===== src/rtl/ssm_pkg.sv =====
`timescale 1ns / 1ps
`default_nettype none

package ssm_pkg;

   localparam logic [1:0] FUNC_ELEM_A = 2'd0;
   localparam logic [1:0] FUNC_ELEM_B = 2'd1;
   localparam logic [1:0] FUNC_END_A  = 2'd2;
   localparam logic [1:0] FUNC_END_B  = 2'd3;

   localparam int unsigned DATA_W = 32;

   typedef struct packed {
      logic              valid;
      logic [DATA_W-1:0] value;
      logic              has_value;
      logic              last;
      logic              overflow;
   } ssm_result_type;

endpackage

`default_nettype wire


===== src/rtl/sorted_stream_merge.sv =====
// Two-way merge of ascending signed 32-bit sequences A and B that arrive interleaved
// on one request channel (func: element of A, element of B, end of A, end of B). Items
// of whichever sequence is ahead wait in a circular buffer of BUFFER_DEPTH entries held
// in a synchronous RAM; an arriving item of the other sequence releases every buffered
// item that precedes it, ties going to B. When both sequences have ended the buffer is
// flushed and the final result carries last (a bare end result with has_value low if
// nothing remains), and the block clears for the next pair. An element that finds the
// buffer full is dropped and reported by one result with overflow set. Each request
// passes through an accept state, which issues the RAM read of the buffer head, and a
// decision state that compares against the registered head. Each released or flushed
// result waits on the next head read from the single RAM read port, and backpressure on
// the response channel stalls it. Results leave through an output register, so a new
// request is taken while a result waits. No clearing pass follows reset.
`timescale 1ns / 1ps
`default_nettype none

module sorted_stream_merge #(
   parameter int unsigned BUFFER_DEPTH = 32
) (
   input  wire logic                       clock,
   input  wire logic                       reset,
   input  wire logic                       req_valid,
   output      logic                       req_ready,
   input  wire logic [1:0]                 req_func,
   input  wire logic signed [ssm_pkg::DATA_W-1:0] req_value,
   output      logic                       rsp_valid,
   input  wire logic                       rsp_ready,
   output      logic signed [ssm_pkg::DATA_W-1:0] rsp_merged_value,
   output      logic                       rsp_has_value,
   output      logic                       rsp_last,
   output      logic                       rsp_overflow
);
   import ssm_pkg::*;

   localparam int unsigned ADDR_W = $clog2(BUFFER_DEPTH);
   localparam int unsigned CNT_W  = $clog2(BUFFER_DEPTH + 1);

   logic              slot_free;
   ssm_result_type    put;
   logic              wr_en;
   logic [ADDR_W-1:0] wr_addr;
   logic [DATA_W-1:0] wr_data;
   logic [ADDR_W-1:0] rd_addr;
   logic [DATA_W-1:0] rd_data;

   logic              rsp_valid_ff, rsp_valid_in;
   logic [DATA_W-1:0] rsp_value_ff;
   logic              rsp_has_value_ff;
   logic              rsp_last_ff;
   logic              rsp_overflow_ff;

   assign slot_free = !rsp_valid_ff || rsp_ready;

   ssm_ctrl #(
      .DEPTH  (BUFFER_DEPTH),
      .ADDR_W (ADDR_W),
      .CNT_W  (CNT_W)
   ) u_ctrl (
      .clock     (clock),
      .reset     (reset),
      .req_valid (req_valid),
      .req_ready (req_ready),
      .req_func  (req_func),
      .req_value (req_value),
      .slot_free (slot_free),
      .put       (put),
      .wr_en     (wr_en),
      .wr_addr   (wr_addr),
      .wr_data   (wr_data),
      .rd_addr   (rd_addr),
      .rd_data   (rd_data)
   );

   ssm_buffer #(
      .DEPTH  (BUFFER_DEPTH),
      .ADDR_W (ADDR_W)
   ) u_buffer (
      .clock   (clock),
      .wr_en   (wr_en),
      .wr_addr (wr_addr),
      .wr_data (wr_data),
      .rd_addr (rd_addr),
      .rd_data (rd_data)
   );

   always_comb begin
      rsp_valid_in = rsp_valid_ff;
      if (put.valid) begin
         rsp_valid_in = 1'b1;
      end else if (rsp_ready) begin
         rsp_valid_in = 1'b0;
      end
   end

   always_ff @(posedge clock) begin
      if (reset) begin
         rsp_valid_ff <= 1'b0;
      end else begin
         rsp_valid_ff <= rsp_valid_in;
      end
   end

   always_ff @(posedge clock) begin
      if (put.valid) begin
         rsp_value_ff     <= put.value;
         rsp_has_value_ff <= put.has_value;
         rsp_last_ff      <= put.last;
         rsp_overflow_ff  <= put.overflow;
      end
   end

   assign rsp_valid        = rsp_valid_ff;
   assign rsp_merged_value = $signed(rsp_value_ff);
   assign rsp_has_value    = rsp_has_value_ff;
   assign rsp_last         = rsp_last_ff;
   assign rsp_overflow     = rsp_overflow_ff;

endmodule

`default_nettype wire


===== src/rtl/ssm_buffer.sv =====
`timescale 1ns / 1ps
`default_nettype none

module ssm_buffer #(
   parameter int unsigned DEPTH  = 32,
   parameter int unsigned ADDR_W = 5
) (
   input  wire logic                      clock,
   input  wire logic                      wr_en,
   input  wire logic [ADDR_W-1:0]         wr_addr,
   input  wire logic [ssm_pkg::DATA_W-1:0] wr_data,
   input  wire logic [ADDR_W-1:0]         rd_addr,
   output      logic [ssm_pkg::DATA_W-1:0] rd_data
);
   import ssm_pkg::*;

   logic [DATA_W-1:0] mem [DEPTH];
   logic [DATA_W-1:0] rd_data_ff;

   always_ff @(posedge clock) begin
      if (wr_en) begin
         mem[wr_addr] <= wr_data;
      end
      rd_data_ff <= mem[rd_addr];
   end

   assign rd_data = rd_data_ff;

endmodule

`default_nettype wire


===== src/rtl/ssm_ctrl.sv =====
`timescale 1ns / 1ps
`default_nettype none

module ssm_ctrl #(
   parameter int unsigned DEPTH  = 32,
   parameter int unsigned ADDR_W = 5,
   parameter int unsigned CNT_W  = 6
) (
   input  wire logic                       clock,
   input  wire logic                       reset,
   input  wire logic                       req_valid,
   output      logic                       req_ready,
   input  wire logic [1:0]                 req_func,
   input  wire logic [ssm_pkg::DATA_W-1:0] req_value,
   input  wire logic                       slot_free,
   output      ssm_pkg::ssm_result_type    put,
   output      logic                       wr_en,
   output      logic [ADDR_W-1:0]          wr_addr,
   output      logic [ssm_pkg::DATA_W-1:0] wr_data,
   output      logic [ADDR_W-1:0]          rd_addr,
   input  wire logic [ssm_pkg::DATA_W-1:0] rd_data
);
   import ssm_pkg::*;

   localparam logic [1:0] ST_IDLE  = 2'd0;
   localparam logic [1:0] ST_WORK  = 2'd1;
   localparam logic [1:0] ST_DRAIN = 2'd2;
   localparam int unsigned SUM_W = CNT_W + 1;

   logic [1:0]        state_ff, state_in;
   logic [ADDR_W-1:0] head_ff, head_in;
   logic [CNT_W-1:0]  count_ff, count_in;
   logic              side_ff, side_in;
   logic              ended_a_ff, ended_a_in;
   logic              ended_b_ff, ended_b_in;
   logic              final_ff, final_in;
   logic [1:0]        func_ff;
   logic [DATA_W-1:0] value_ff;

   logic              is_end;
   logic              item_side;
   logic              own_ended;
   logic              other_ended;
   logic              go;
   logic              pop;
   logic              clear;
   logic              count_last;
   logic              count_zero;
   logic              emit_req;
   logic [ADDR_W-1:0] head_inc;
   logic [SUM_W-1:0]  wr_sum;
   ssm_result_type    res;

   assign is_end      = (func_ff == FUNC_END_A) || (func_ff == FUNC_END_B);
   assign item_side   = (func_ff == FUNC_ELEM_B) || (func_ff == FUNC_END_B);
   assign own_ended   = item_side ? ended_b_ff : ended_a_ff;
   assign other_ended = item_side ? ended_a_ff : ended_b_ff;
   assign count_last  = (count_ff == CNT_W'(1));
   assign count_zero  = (count_ff == '0);
   assign go = side_ff ? ($signed(rd_data) <= $signed(value_ff))
                       : ($signed(rd_data) <  $signed(value_ff));

   assign head_inc = (head_ff == ADDR_W'(DEPTH - 1)) ? '0 : head_ff + 1'b1;
   assign wr_sum   = SUM_W'(head_ff) + SUM_W'(count_ff);
   assign wr_addr  = (wr_sum >= SUM_W'(DEPTH)) ? ADDR_W'(wr_sum - SUM_W'(DEPTH))
                                               : ADDR_W'(wr_sum);
   assign wr_data  = value_ff;
   assign rd_addr  = pop ? head_inc : head_ff;
   assign req_ready = (state_ff == ST_IDLE);

   always_comb begin
      state_in   = state_ff;
      head_in    = head_ff;
      count_in   = count_ff;
      side_in    = side_ff;
      ended_a_in = ended_a_ff;
      ended_b_in = ended_b_ff;
      final_in   = final_ff;
      pop        = 1'b0;
      clear      = 1'b0;
      wr_en      = 1'b0;
      emit_req   = 1'b0;
      res        = '0;
      case (state_ff)
         ST_IDLE: begin
            if (req_valid) begin
               state_in = ST_WORK;
            end
         end
         ST_WORK: begin
            if (own_ended) begin
               state_in = ST_IDLE;
            end else if (!is_end) begin
               if (!count_zero && (side_ff != item_side)) begin
                  emit_req      = 1'b1;
                  res.has_value = 1'b1;
                  if (go) begin
                     res.value = rd_data;
                     pop       = slot_free;
                  end else begin
                     res.value = value_ff;
                     if (slot_free) begin
                        state_in = ST_IDLE;
                     end
                  end
               end else if (other_ended) begin
                  emit_req      = 1'b1;
                  res.has_value = 1'b1;
                  res.value     = value_ff;
                  if (slot_free) begin
                     state_in = ST_IDLE;
                  end
               end else if (count_ff == CNT_W'(DEPTH)) begin
                  emit_req     = 1'b1;
                  res.overflow = 1'b1;
                  if (slot_free) begin
                     state_in = ST_IDLE;
                  end
               end else begin
                  wr_en    = 1'b1;
                  count_in = count_ff + 1'b1;
                  side_in  = item_side;
                  state_in = ST_IDLE;
               end
            end else begin
               if (!other_ended) begin
                  if (item_side) begin
                     ended_b_in = 1'b1;
                  end else begin
                     ended_a_in = 1'b1;
                  end
                  if (!count_zero && (side_ff != item_side)) begin
                     final_in = 1'b0;
                     state_in = ST_DRAIN;
                  end else begin
                     state_in = ST_IDLE;
                  end
               end else if (count_zero) begin
                  emit_req = 1'b1;
                  res.last = 1'b1;
                  if (slot_free) begin
                     clear    = 1'b1;
                     state_in = ST_IDLE;
                  end
               end else begin
                  final_in = 1'b1;
                  state_in = ST_DRAIN;
               end
            end
         end
         ST_DRAIN: begin
            emit_req      = 1'b1;
            res.has_value = 1'b1;
            res.value     = rd_data;
            res.last      = final_ff && count_last;
            if (slot_free) begin
               pop = 1'b1;
               if (count_last) begin
                  state_in = ST_IDLE;
                  clear    = final_ff;
               end
            end
         end
         default: begin
            state_in = ST_IDLE;
         end
      endcase
      if (pop) begin
         head_in  = head_inc;
         count_in = count_ff - 1'b1;
      end
      if (clear) begin
         head_in    = '0;
         count_in   = '0;
         side_in    = 1'b0;
         ended_a_in = 1'b0;
         ended_b_in = 1'b0;
      end
   end

   always_comb begin
      put       = res;
      put.valid = emit_req && slot_free;
   end

   always_ff @(posedge clock) begin
      if (reset) begin
         state_ff   <= ST_IDLE;
         head_ff    <= '0;
         count_ff   <= '0;
         side_ff    <= 1'b0;
         ended_a_ff <= 1'b0;
         ended_b_ff <= 1'b0;
         final_ff   <= 1'b0;
      end else begin
         state_ff   <= state_in;
         head_ff    <= head_in;
         count_ff   <= count_in;
         side_ff    <= side_in;
         ended_a_ff <= ended_a_in;
         ended_b_ff <= ended_b_in;
         final_ff   <= final_in;
      end
   end

   always_ff @(posedge clock) begin
      if (req_valid && req_ready) begin
         func_ff  <= req_func;
         value_ff <= req_value;
      end
   end

   a_count_bound: assert property (@(posedge clock) disable iff (reset)
      count_ff <= CNT_W'(DEPTH))
      else $error("buffer count exceeds depth");

   a_put_slot: assert property (@(posedge clock) disable iff (reset)
      put.valid |-> slot_free)
      else $error("transfer issued into a busy output register");

   a_drain_nonempty: assert property (@(posedge clock) disable iff (reset)
      state_ff == ST_DRAIN |-> count_ff != '0)
      else $error("drain with empty buffer");

   a_last_clears: assert property (@(posedge clock) disable iff (reset)
      put.valid && put.last |=> (count_ff == '0) && !ended_a_ff && !ended_b_ff
                                && (state_ff == ST_IDLE))
      else $error("state not cleared after final result");

   a_write_room: assert property (@(posedge clock) disable iff (reset)
      wr_en |-> (count_ff < CNT_W'(DEPTH)) && (state_ff == ST_WORK))
      else $error("buffer write without room");

endmodule

`default_nettype wire


===== config.mk =====
export PLATFORM = sky130hd
export DESIGN_NAME = sorted_stream_merge
export DESIGN_NICKNAME = d
export VERILOG_FILES = /design/src/rtl/ssm_pkg.sv /design/src/rtl/sorted_stream_merge.sv /design/src/rtl/ssm_buffer.sv /design/src/rtl/ssm_ctrl.sv
export SDC_FILE = /design/constraint.sdc
export NUM_CORES = 1
export LEC_CHECK = 0
export BUFFER_PORTS_ARGS = -buffer_cell sky130_fd_sc_hd__buf_2
export CAP_MARGIN = 20
export CORE_MARGIN = 2
export CORE_UTILIZATION = 36
export CTS_CLUSTER_SIZE = 16
export DETAILED_ROUTE_END_ITERATION = 8
export GPL_TIMING_DRIVEN = 0
export PLACE_DENSITY = 0.6
export SLEW_MARGIN = 20
export SYNTH_ARGS = -nofsm -noshare
export SYNTH_HDL_FRONTEND = slang
export SYNTH_SLANG_ARGS = --single-unit

===== constraint.sdc =====
create_clock -name clock -period 3.9 [get_ports clock]
set_input_delay 0.78 -clock clock [delete_from_list [all_inputs] [get_ports clock]]
set_output_delay 0.78 -clock clock [all_outputs]
set_load 0.01 [all_outputs]

=== After elaboration in Yosys (flattened, before gate mapping) ===
Memories as Yosys holds them, arrays and structs flattened. A register that Yosys moved wholly into a read port is not among the register bits.
Index checks and enable logic that the tools add are counted.

* Register bits: 87
* Bits in writable memories: 1024
* Memories kept: 1

* Add/subtract/negate cells: 5
* Order comparisons: 3
* Eq/ne operators: 19
* Mux-type cells: 71
* Bitwise logic cells: 7
* Reductions and logical operators: 22

{| class="wikitable"
|+ Memories
! name !! words !! bits a word !! read ports !! clocked after memory_dff !! wr ports !! RTL line !! RTL
|-
| u_buffer.mem || 32 || 32 || 1 || 1 || 1 || ssm_buffer.sv:17 || <nowiki>logic [DATA_W-1:0] mem [DEPTH];</nowiki>
|}

{| class="wikitable"
|+ Operators by type and width
! operator !! number
|-
| $mux W33 || 3
|-
| $pmux W34 S2 || 1
|-
| $mux W6 || 7
|-
| $mux W1 || 38
|-
| $mux W35 || 1
|-
| $le A32 B32 Y1 || 1
|-
| $lt A32 B32 Y1 || 1
|-
| $mux W32 || 1
|-
| $mux W2 || 13
|-
| $mux W5 || 3
|-
| $reduce_and A5 Y1 || 3
|-
| $reduce_and A6 Y1 || 2
|-
| $ne A2 B2 Y1 const B || 5
|-
| $ne A2 B1 Y1 const B || 4
|-
| $add A5 B6 Y7 || 1
|-
| $ge A7 B6 Y1 const B || 1
|-
| $not A1 Y1 || 7
|-
| $add A6 B1 Y6 const B || 1
|-
| $eq A2 B2 Y1 const B || 3
|-
| $eq A6 B1 Y1 const B || 1
|-
| $eq A6 B6 Y1 const B || 1
|-
| $logic_not A6 Y1 || 1
|-
| $pmux W1 S2 || 3
|-
| $pmux W2 S3 || 1
|-
| other kinds (15) || 24
|}

=== Longest topological paths before layout ===
Gate-level depths: netlist (run 1).

* Word-level depth: 10
* Depth in mapped cells: 16
* Mapped depth without buffers: 13

=== Modules after synthesis ===
From an unflattened synthesis (run 1), not the netlist that was laid out.

* Cell total of the unflattened synthesis: 2705
* Area total of the unflattened synthesis: 45374.8 sq um

{| class="wikitable"
|+ Modules (own cells, without submodules)
! module !! times used !! cells an instance !! area each (sq um) !! sequential area each (sq um)
|-
| ssm_buffer || 1 || 2260 || 40492.6 || 31390.1
|-
| ssm_ctrl || 1 || 406 || 3784.9 || 1361.3
|-
| sorted_stream_merge || 1 || 39 || 1097.3 || 1071.0
|}

=== Least setup slack after synthesis (run 1) ===
No wires, ideal clock.

* Path type: register to register
* Start point: reg u_ctrl.value_ff[14], in the netlist u_ctrl.wr_data[14]
* End point: reg u_buffer.rd_data_ff[30], in the netlist u_buffer.rd_data[30], read port of u_buffer.mem
* Setup time: 0.143 ns
* Arrival time: 3.848 ns
* Required time: 3.757 ns
* Slack: -0.091 ns
* Stages on the path, launching flop included: 17
* Path buffers: 3
* Period minus slack after synthesis: 3.991 ns
* Path through: edfxtp_1 -> inv_1 -> ha_1 -> a21oi_1 -> nand2_1 -> a21o_1 -> o41a_1 -> o31a_1 -> nor2_4 -> mux2i_1 -> buf_2 -> clkbuf_1 -> buf_2 -> mux2i_1 -> o22ai_1 -> nor3_1 -> a22oi_1

* Cells in the longest elaborated chain, start to end: 8
* Elaborated cells on any way between the ends: 9
* Classes of those cells: order compare: 2; mux: 7

{| class="wikitable"
|+ RTL lines
! what !! RTL line !! RTL
|-
| from (decl) || ssm_ctrl.sv:38 || <nowiki>logic [DATA_W-1:0] value_ff;</nowiki>
|-
| from (signal assigned) || ssm_ctrl.sv:209 || <nowiki>value_ff <= req_value;</nowiki>
|-
| $lt A32 B32 Y1 / $le A32 B32 Y1 (equally long branches) || ssm_ctrl.sv:61, ssm_ctrl.sv:60 ||
|-
| $mux W1 * || ssm_ctrl.sv:60 || <nowiki>assign go = side_ff ? ($signed(rd_data) <= $signed(value_ff))</nowiki>
|-
| $mux W1 * || ssm_ctrl.sv:97 || <nowiki>if (go) begin</nowiki>
|-
| $mux W1 * || ssm_ctrl.sv:94 || <nowiki>if (!count_zero && (side_ff != item_side)) begin</nowiki>
|-
| $mux W1 * || ssm_ctrl.sv:93 || <nowiki>end else if (!is_end) begin</nowiki>
|-
| $mux W1 * || ssm_ctrl.sv:91 || <nowiki>if (own_ended) begin</nowiki>
|-
| $pmux W1 S2 * || ssm_ctrl.sv:84 || <nowiki>case (state_ff)</nowiki>
|-
| $mux W5 * || - ||
|-
| to (decl) || ssm_buffer.sv:18 || <nowiki>logic [DATA_W-1:0] rd_data_ff;</nowiki>
|}

Every way passes the cells marked *; elsewhere a longest branch is shown, timed or not.
A chain may end at the register's enable or synchronous reset.

=== Worst setup path in the final report (run 1) ===
* Start point: reg u_ctrl.value_ff[25], in the netlist u_ctrl.wr_data[25]
* End point: reg u_buffer.rd_data_ff[24], in the netlist u_buffer.rd_data[24], read port of u_buffer.mem

Same word-level chain as after synthesis.

==> results.txt, run 1 <==
Failing checks - setup timing
Antenna viol nets, final - 0
Total global routing overflow - 0
CP arrival - 4910 ps
Worst-path maximum fanout - 10
Drt wl/cell - 25.9 microns
R2r setup slk - -480 ps
Reg2reg path depth - 18
RSZ-0062 raised after global routing - yes
Clk_lat worst skew - 710 ps
Cell Pwr Density - 422 nW/um^2
Net Count, Synth - 3006
CTS Buffer Depth - 3
Yosys reg bits - 1143
Final WS setup - -478 ps
Post-DP HPWL - 80.3 mm
Clock skew - 24.1 ps
DR iter-0 viols - 3775
I/O Buffers - 74
Maximum capacitance violations - 0
Number of global-route vias before repair - 26600
HP Class - input pin to register
Avg Inst Size Synth - 15.4 sq um
Post-synthesis sequential area ratio - 75.2%
CP max stage cell - edfxtp_1
Mapped Cells - 2923
Placed cell areas - 48800 sq um
Setup CP Type - register to register
Post-layout nets - 3444
Htree depth - 3
CTS clk-pin slew, worst paths - 60 ps
Number of library cell types mapped by synthesis - 62
Pre-antenna DRT Iters - 8
Crit path launch type - register
Largest net degree at the start of global routing - 34
Post-synth EDFFs - 1093
Reg-to-Reg Start - u_ctrl.wr_data[25]
Top_reg_cell synth - edfxtp_1
Max Fclk - 228 MHz
Slew at the pin with the worst max-slew slack - 880 ps
Lkg Pwr - 21.1 nW
CTS tree - yes
Crit-path cells - buf_12, inv_1, ha_1, nand4_1, buf_4, nor3_2, a221oi_2, and3b_2, o31a_1, nor2_4, mux2i_4, buf_12, clkbuf_16, buf_8, mux2i_1, o22ai_1, nor3_2, a22oi_2
Total GRT Usage - 20.0%
Final TNS setup - -11320 ps
Initial antenna violation count - 5
Final period util - 112%
Total number of vias - 27500
Core footprint - 124000 sq um
Reg2reg end - u_buffer.rd_data[24]
Max-slew violations - 0
Crit path largest cell delay - 470 ps
Hold path endpoint - u_ctrl.wr_data[6]
Post-layout min period - 4380 ps
Hold path startpoint - req_value[6]
Crit path from - u_ctrl.wr_data[25]
Via-to-Cell Ratio - 5.41
Final setup vio count - 32
Hold Fails Final Rpt - 0
Die area - 128000 sq um
Routed wire length - 131 mm
Worst VDD drop - 334 uV
Yosys warns - 0
Gpl congestion - 0.865
Share of cells above drive strength 1 - 29.3%
Row Count - 129
Post-synth ARST share - 0%
Critical Path RT - 4430 ps
Initial core utilization - 36.3%
DRC - 0
Die Y - 357 microns
Global-route wire length before repair - 185 mm
Slew margin rel. - 40.9%
Root buffer cell - clkbuf_16
Worst setup EP type - register
Cell depth of the worst hold path - 1
Mapped Area - 44900 sq um
Area Overhead vs Synth - 29.6%
Num CTS Buffers - 115
Status - complete, but fails checks
Design Area, Final - 58200 sq um
IO Pins - 75
Die X - 357 microns
Clock sinks - 1143
flip-flops by register name (all words and copies together), names as in the netlist, 2 cells and up:
signal and flops:
rsp_merged_value 32, u_buffer.mem 1024, u_buffer.rd_data 32, u_ctrl.count_ff 6, u_ctrl.func_ff 2, u_ctrl.head_ff 5, u_ctrl.state_ff 2, u_ctrl.wr_data 32
metal layers:
metal  track usage (%)  up-vias  part of all wire, %  wire [microns]
met4              5.00        2                  2.4            3140
li1                  -    12100                    -               -
met1              29.5    14000                   43           57000
met3              3.29      199                  8.9           11700
met2              30.7     1189                   45           59700
met5                 0        -                0.015              20
cells in the mapped netlist, types with 6 or more instances:
cell type	number	area share, %
xor2_1	8	0.16
o21ai_0	33	0.37
a21o_1	9	0.15
ha_1	44	1.2
mux2i_1	359	8.0
nand3_1	71	0.79
nor2_1	64	0.53
clkbuf_1	94	0.78
nor3_1	41	0.46
a222oi_1	30	0.67
or3_1	6	0.084
buf_2	60	0.67
nand2_1	508	4.2
a22oi_1	66	1.1
o22ai_1	126	1.8
a311oi_1	30	0.58
dfxtp_1	50	2.2
o21ai_1	9	0.10
a31oi_1	38	0.53
a21oi_1	27	0.30
xnor2_1	6	0.12
inv_1	39	0.33
nor2b_1	38	0.53
edfxtp_1	1093	73
nand4_1	9	0.13
cell usage in the layout, fill, tap and decap left out, types with 10 or more instances in the layout:
cell type / Yosys / final
clkbuf_2: 0 / 26
mux2i_4: 0 / 51
clkinv_1: 0 / 19
nor2_1: 64 / 31
nand3_1: 71 / 67
a21oi_1: 27 / 26
o21ai_0: 33 / 24
edfxtp_1: 1093 / 1093
a31oi_2: 0 / 11
mux2i_2: 0 / 31
nor2_4: 1 / 35
clkbuf_1: 94 / 57
inv_1: 39 / 36
nor2b_1: 38 / 36
ha_1: 44 / 38
a31oi_1: 38 / 27
clkbuf_4: 0 / 10
mux2i_1: 359 / 277
a222oi_1: 30 / 30
dfxtp_1: 50 / 50
o22ai_2: 0 / 53
buf_8: 0 / 14
a22oi_2: 0 / 45
nand2_2: 0 / 27
buf_6: 2 / 51
nor3_4: 0 / 28
buf_2: 60 / 86
a311oi_2: 0 / 29
o22ai_4: 0 / 32
o22ai_1: 126 / 41
clkbuf_8: 0 / 19
buf_12: 0 / 66
nand2_1: 508 / 472
buf_4: 3 / 144
o21ai_1: 9 / 16
a22oi_1: 66 / 21
buf_16: 0 / 29
clkbuf_16: 0 / 133
report_power, final:
group / internal (mW) / switching (mW) / total (mW)
sequential: 13.5 / 0.0491 / 13.6
combinational: 0.305 / 0.556 / 0.861
clock: 5.55 / 4.58 / 10.1
total: 19.4 / 5.19 / 24.6
area by class of cell:
type / count / area (sq um)
Timing Repair Buffer: 327 / 3780
Inverter: 39 / 156
Clock buffer: 159 / 3080
Sequential cell: 1143 / 33800
Fill cell: 10300 / 65600
Buffer: 157 / 1760
Antenna cell: 2 / 5.00
Tap cell: 1637 / 2050
Clock inverter: 40 / 277
Multi-Input combinational cell: 1578 / 13300
critical path: cells and delay by family (launching register included):
kind	cells	cell delay, ps
adders and majority gates	1	280
AOI/OAI and AO/OA	4	720
muxes	2	550
DFF	1	470
buffers and inverters	6	980
and+or+nand+nor	5	1170
logic make-up (layout without fill, tap and decap cells):
| group | Yosys count | in the layout | share of synthesized area [%] |
|---|---|---|---|
| and+or+nand+nor | 767 | 767 | 7.25 |
| adders and majority gates | 45 | 45 | 1.27 |
| other | 0 | 2 | 0 |
| AOI/OAI and AO/OA | 391 | 391 | 5.98 |
| DFF | 1143 | 1143 | 75.2 |
| buffers and inverters | 202 | 722 | 1.91 |
| muxes | 361 | 361 | 8.07 |
| xor gates and xnor gates | 14 | 14 | 0.273 |
how the worst max path moves through the flow:
| stage | to | cells past startpoint |
|---|---|---|
| final | u_buffer.rd_data[24] | 18 |
| after global routing | u_buffer.rd_data[7] | 20 |
| after CTS | u_buffer.rd_data[7] | 19 |
| after detailed placement | u_buffer.rd_data[9] | 14 |
| after global placement | u_buffer.rd_data[9] | 14 |
| after floorplan | u_buffer.rd_data[10] | 15 |
repair_timing:
action,CTS,global route
gates resized for setup,636,232
gates cloned,13,7
setup endpoints to repair,1008,584
hold buffers,0,0
buffers inserted,148,36
pin swaps,118,96
stage by stage:
| step | utilization (%) | hold slack, ps | cells | power, mW | setup slack [ps] |
|---|---|---|---|---|---|
| after detailed placement | 39.4 | 477 | 4685 | 14.4 | -2740 |
| after CTS | 45.8 | 210 | 5039 | 24.6 | -357 |
| after global routing | 47.0 | 223 | 5080 | 25.2 | -585 |
| after floorplan | - | 444 | 2923 | 14.1 | -54.5 |
| final | 47.0 | 250 | 5082 | 24.6 | -478 |
| after global placement | 38.3 | 463 | 4634 | 14.3 | -2700 |
No activity file was read; power rests on OpenSTA's default activity.
==> inputs of run 2 (changes only) <==
- BUFFER_PORTS_ARGS: -buffer_cell sky130_fd_sc_hd__buf_2 -> default
- DONT_BUFFER_PORTS: default -> 1
==> run 2 against run 1 <==
Compared with the run above:
- the flow still finishes with violations (setup timing)
- sequential power about the same
- via count about the same
- sequential share of layout area increased by 1.7 points
- non-clock buffer count decreased by 44
- combinational power decreased by 4.5%
- worst setup slack got worse by 330 ps
- core utilization decreased by 1.4 points
- sequential cell count unchanged
==> results.txt, run 2 (same netlist as run 1, synthesis figures left out) <==
Reg-to-Reg Start - u_ctrl.wr_data[31]
Hold Buf Count CTS - 0 (unchanged)
Critical Path RT - 4420 ps (about the same)
Setup CP Type - register to register
Core footprint - 124000 sq um (unchanged)
Post-layout min period - 4710 ps (+332 ps)
Num CTS Buffers - 115 (unchanged)
Initial core utilization - 36.3% (unchanged)
Die X - 357 microns (unchanged)
Multi-input gate area - 11800 sq um (-11%)
Via-to-Cell Ratio - 5.43 (+0.53%)
CP arrival - 5230 ps (+320 ps)
DR iter-0 viols - 3587 (-5.0%)
Maximum capacitance violations - 0 (unchanged)
Root buffer cell - clkbuf_16
DRC - 0 (unchanged)
Initial antenna violation count - 11 (+6)
Row Count - 129 (unchanged)
RSZ-0062 raised after global routing - yes
Post-DP HPWL - 79.7 mm (-0.74%)
Worst setup EP type - register
Area Overhead vs Synth - 25.8%
Crit path launch type - register
HP Class - input pin to register
Htree depth - 3 (unchanged)
Failing checks - setup timing
Crit path from - u_ctrl.wr_data[31]
Final period util - 121% (+8.5 points)
Die area - 128000 sq um (unchanged)
Post-place setup slack - -2670 ps (+63.1 ps)
Drt wl/cell - 26.3 microns (+1.7%)
Antenna viol nets, final - 0 (unchanged)
Max-slew violations - 0 (unchanged)
Lkg Pwr - 20.7 nW (-2.1%)
IO Pins - 75 (unchanged)
R2r setup slk - -810 ps (-330 ps)
Number of global-route vias before repair - 26300 (-1.3%)
Clk_lat worst skew - 710 ps (about the same)
Commonest non-fill, non-tap cell in the layout - edfxtp_1
Gpl congestion - 0.841 (-2.7%)
Die Y - 357 microns (unchanged)
Worst-path maximum fanout - 6 (-4)
Final setup vio count - 35 (+9.4%)
CTS Buffer Depth - 3 (unchanged)
CP endpoint - u_buffer.rd_data[18]
Worst VDD drop - 419 uV (+26%)
Clock sinks - 1143 (unchanged)
Commonest cells after routing, fill and taps aside - edfxtp_1, nand2_1, mux2i_1, buf_4, clkbuf_16
Register area - 33800 sq um (unchanged)
Routed wire length - 133 mm (+1.1%)
Total number of vias - 27400 (-0.084%)
Post-layout nets - 3400 (-1.3%)
Largest net degree at the start of global routing - 33 (-2.9%)
Cell Pwr Density - 446 nW/um^2 (+5.8%)
Reg2reg end - u_buffer.rd_data[18]
CTS clk-pin slew, worst paths - 60 ps (about the same)
Reg2reg path depth - 19 (+1)
Global-route wire length before repair - 186 mm (+0.92%)
I/O Buffers - 0 (-100%)
Largest register FFs - 1024 (unchanged)
Status - complete, but fails checks
Largest register by flop count - u_buffer.mem
Fin util - 45.7% (-1.4 points)
Share of cells above drive strength 1 - 24.2% (-5.2 points)
Pre-antenna DRT Iters - 5 (-3)
Fill cells - 10500 (+1.6%)
Max Fclk - 212 MHz (-7.0%)
Slew at the pin with the worst max-slew slack - 974 ps (+94.1 ps)
Hold Fails Final Rpt - 0 (unchanged)
Final WS setup - -810 ps (-332 ps)
CTS tree - yes
Slew margin rel. - 35.1% (-5.9 points)
Total global routing overflow - 0 (unchanged)
Clock skew - 34.9 ps (+10.8 ps)
Total GRT Usage - 20.3% (+0.28 points)
## run 2: changes by cell type in the layout (fill, tap and decap cells not counted), moves of 22 or more
cell and change:
mux2i_1 +62, buf_2 -67, o22ai_1 +61, o22ai_4 -27, a311oi_1 +22, mux2i_4 -44, buf_4 +32, o22ai_2 -34
a311oi_2 -22
## run 2: stage by stage
stage / setup TNS (ps) / total power [mW] / std cells / hold WS, ps / area, sq um
3_3_place_gp: -2013570 / 14.3 / 4560 / 456 / 47000
6_report: -20550 / 25.2 / 5051 / 149 / 56500
2_1_floorplan: -1650 / 14.1 / 2923 / 444 / 45000
3_5_place_dp: -389050 / 14.4 / 4606 / 474 / 48300
5_1_grt: -22530 / 25.9 / 5050 / 130 / 56500
4_1_cts: -14240 / 25.3 / 5006 / 115 / 55600
## run 2: timing repair
item / in CTS / in global routing
setup endpoints to repair: 986 / 1029
endpoints found under the hold margin: 0 / 0
resized for setup: 424 / 167
pin swaps: 114 / 79
setup buffers: 182 / 43
cloned: 9 / 5
## run 2: routing by layer
metal	wire length (microns)	part of all wire [%]	global-route usage, %
met2	59900	45	30.7
met4	2830	2.1	4.55
met1	57000	43	29.4
met3	13200	9.9	5.01
met5	0	0	0
## run 2: critical path, stage by stage (launching register included)
cell	delay [ps]
edfxtp_1	580
inv_2	90
ha_4	290
nand4_1	150
buf_4	190
nor4_4	250
buf_4	190
o41a_1	270
o31a_1	230
buf_4	140
nor2_4	40
buf_6	170
a21o_4	230
buf_12	150
buf_6	120
o21a_4	140
clkbuf_16	160
buf_8	130
a222oi_1	730
a22oi_2	250
## run 2: power breakdown
part / total (mW) / switching (mW) / internal, mW / leakage (nW)
registers: 13.6 / 0.0488 / 13.5 / 10.3
clock network: 10.8 / 4.66 / 6.18 / 1.78
logic: 0.822 / 0.550 / 0.272 / 8.58
## run 2: worst min-delay path by stage
stage | from | endpoint | slack [ps] | cells past startpoint
after global routing | reset | u_ctrl.final_ff | 130 | 1
after floorplan | u_ctrl.final_ff | u_ctrl.final_ff | 440 | 2
after detailed placement | u_ctrl.final_ff | u_ctrl.final_ff | 470 | 2
final | reset | u_ctrl.final_ff | 150 | 1
after CTS | reset | u_ctrl.final_ff | 110 | 1
after global placement | u_ctrl.final_ff | u_ctrl.final_ff | 460 | 2
## run 2: final cells by class
class | count | area share, %
Buffer | 158 | 2.74
Tap cell | 1637 | 3.62
Timing Repair Buffer | 282 | 6.13
Multi-Input combinational cell | 1578 | 20.9
Clock buffer | 155 | 5.52
Antenna cell | 2 | 0.00885
Inverter | 39 | 0.268
Clock inverter | 57 | 0.963
Sequential cell | 1143 | 59.8
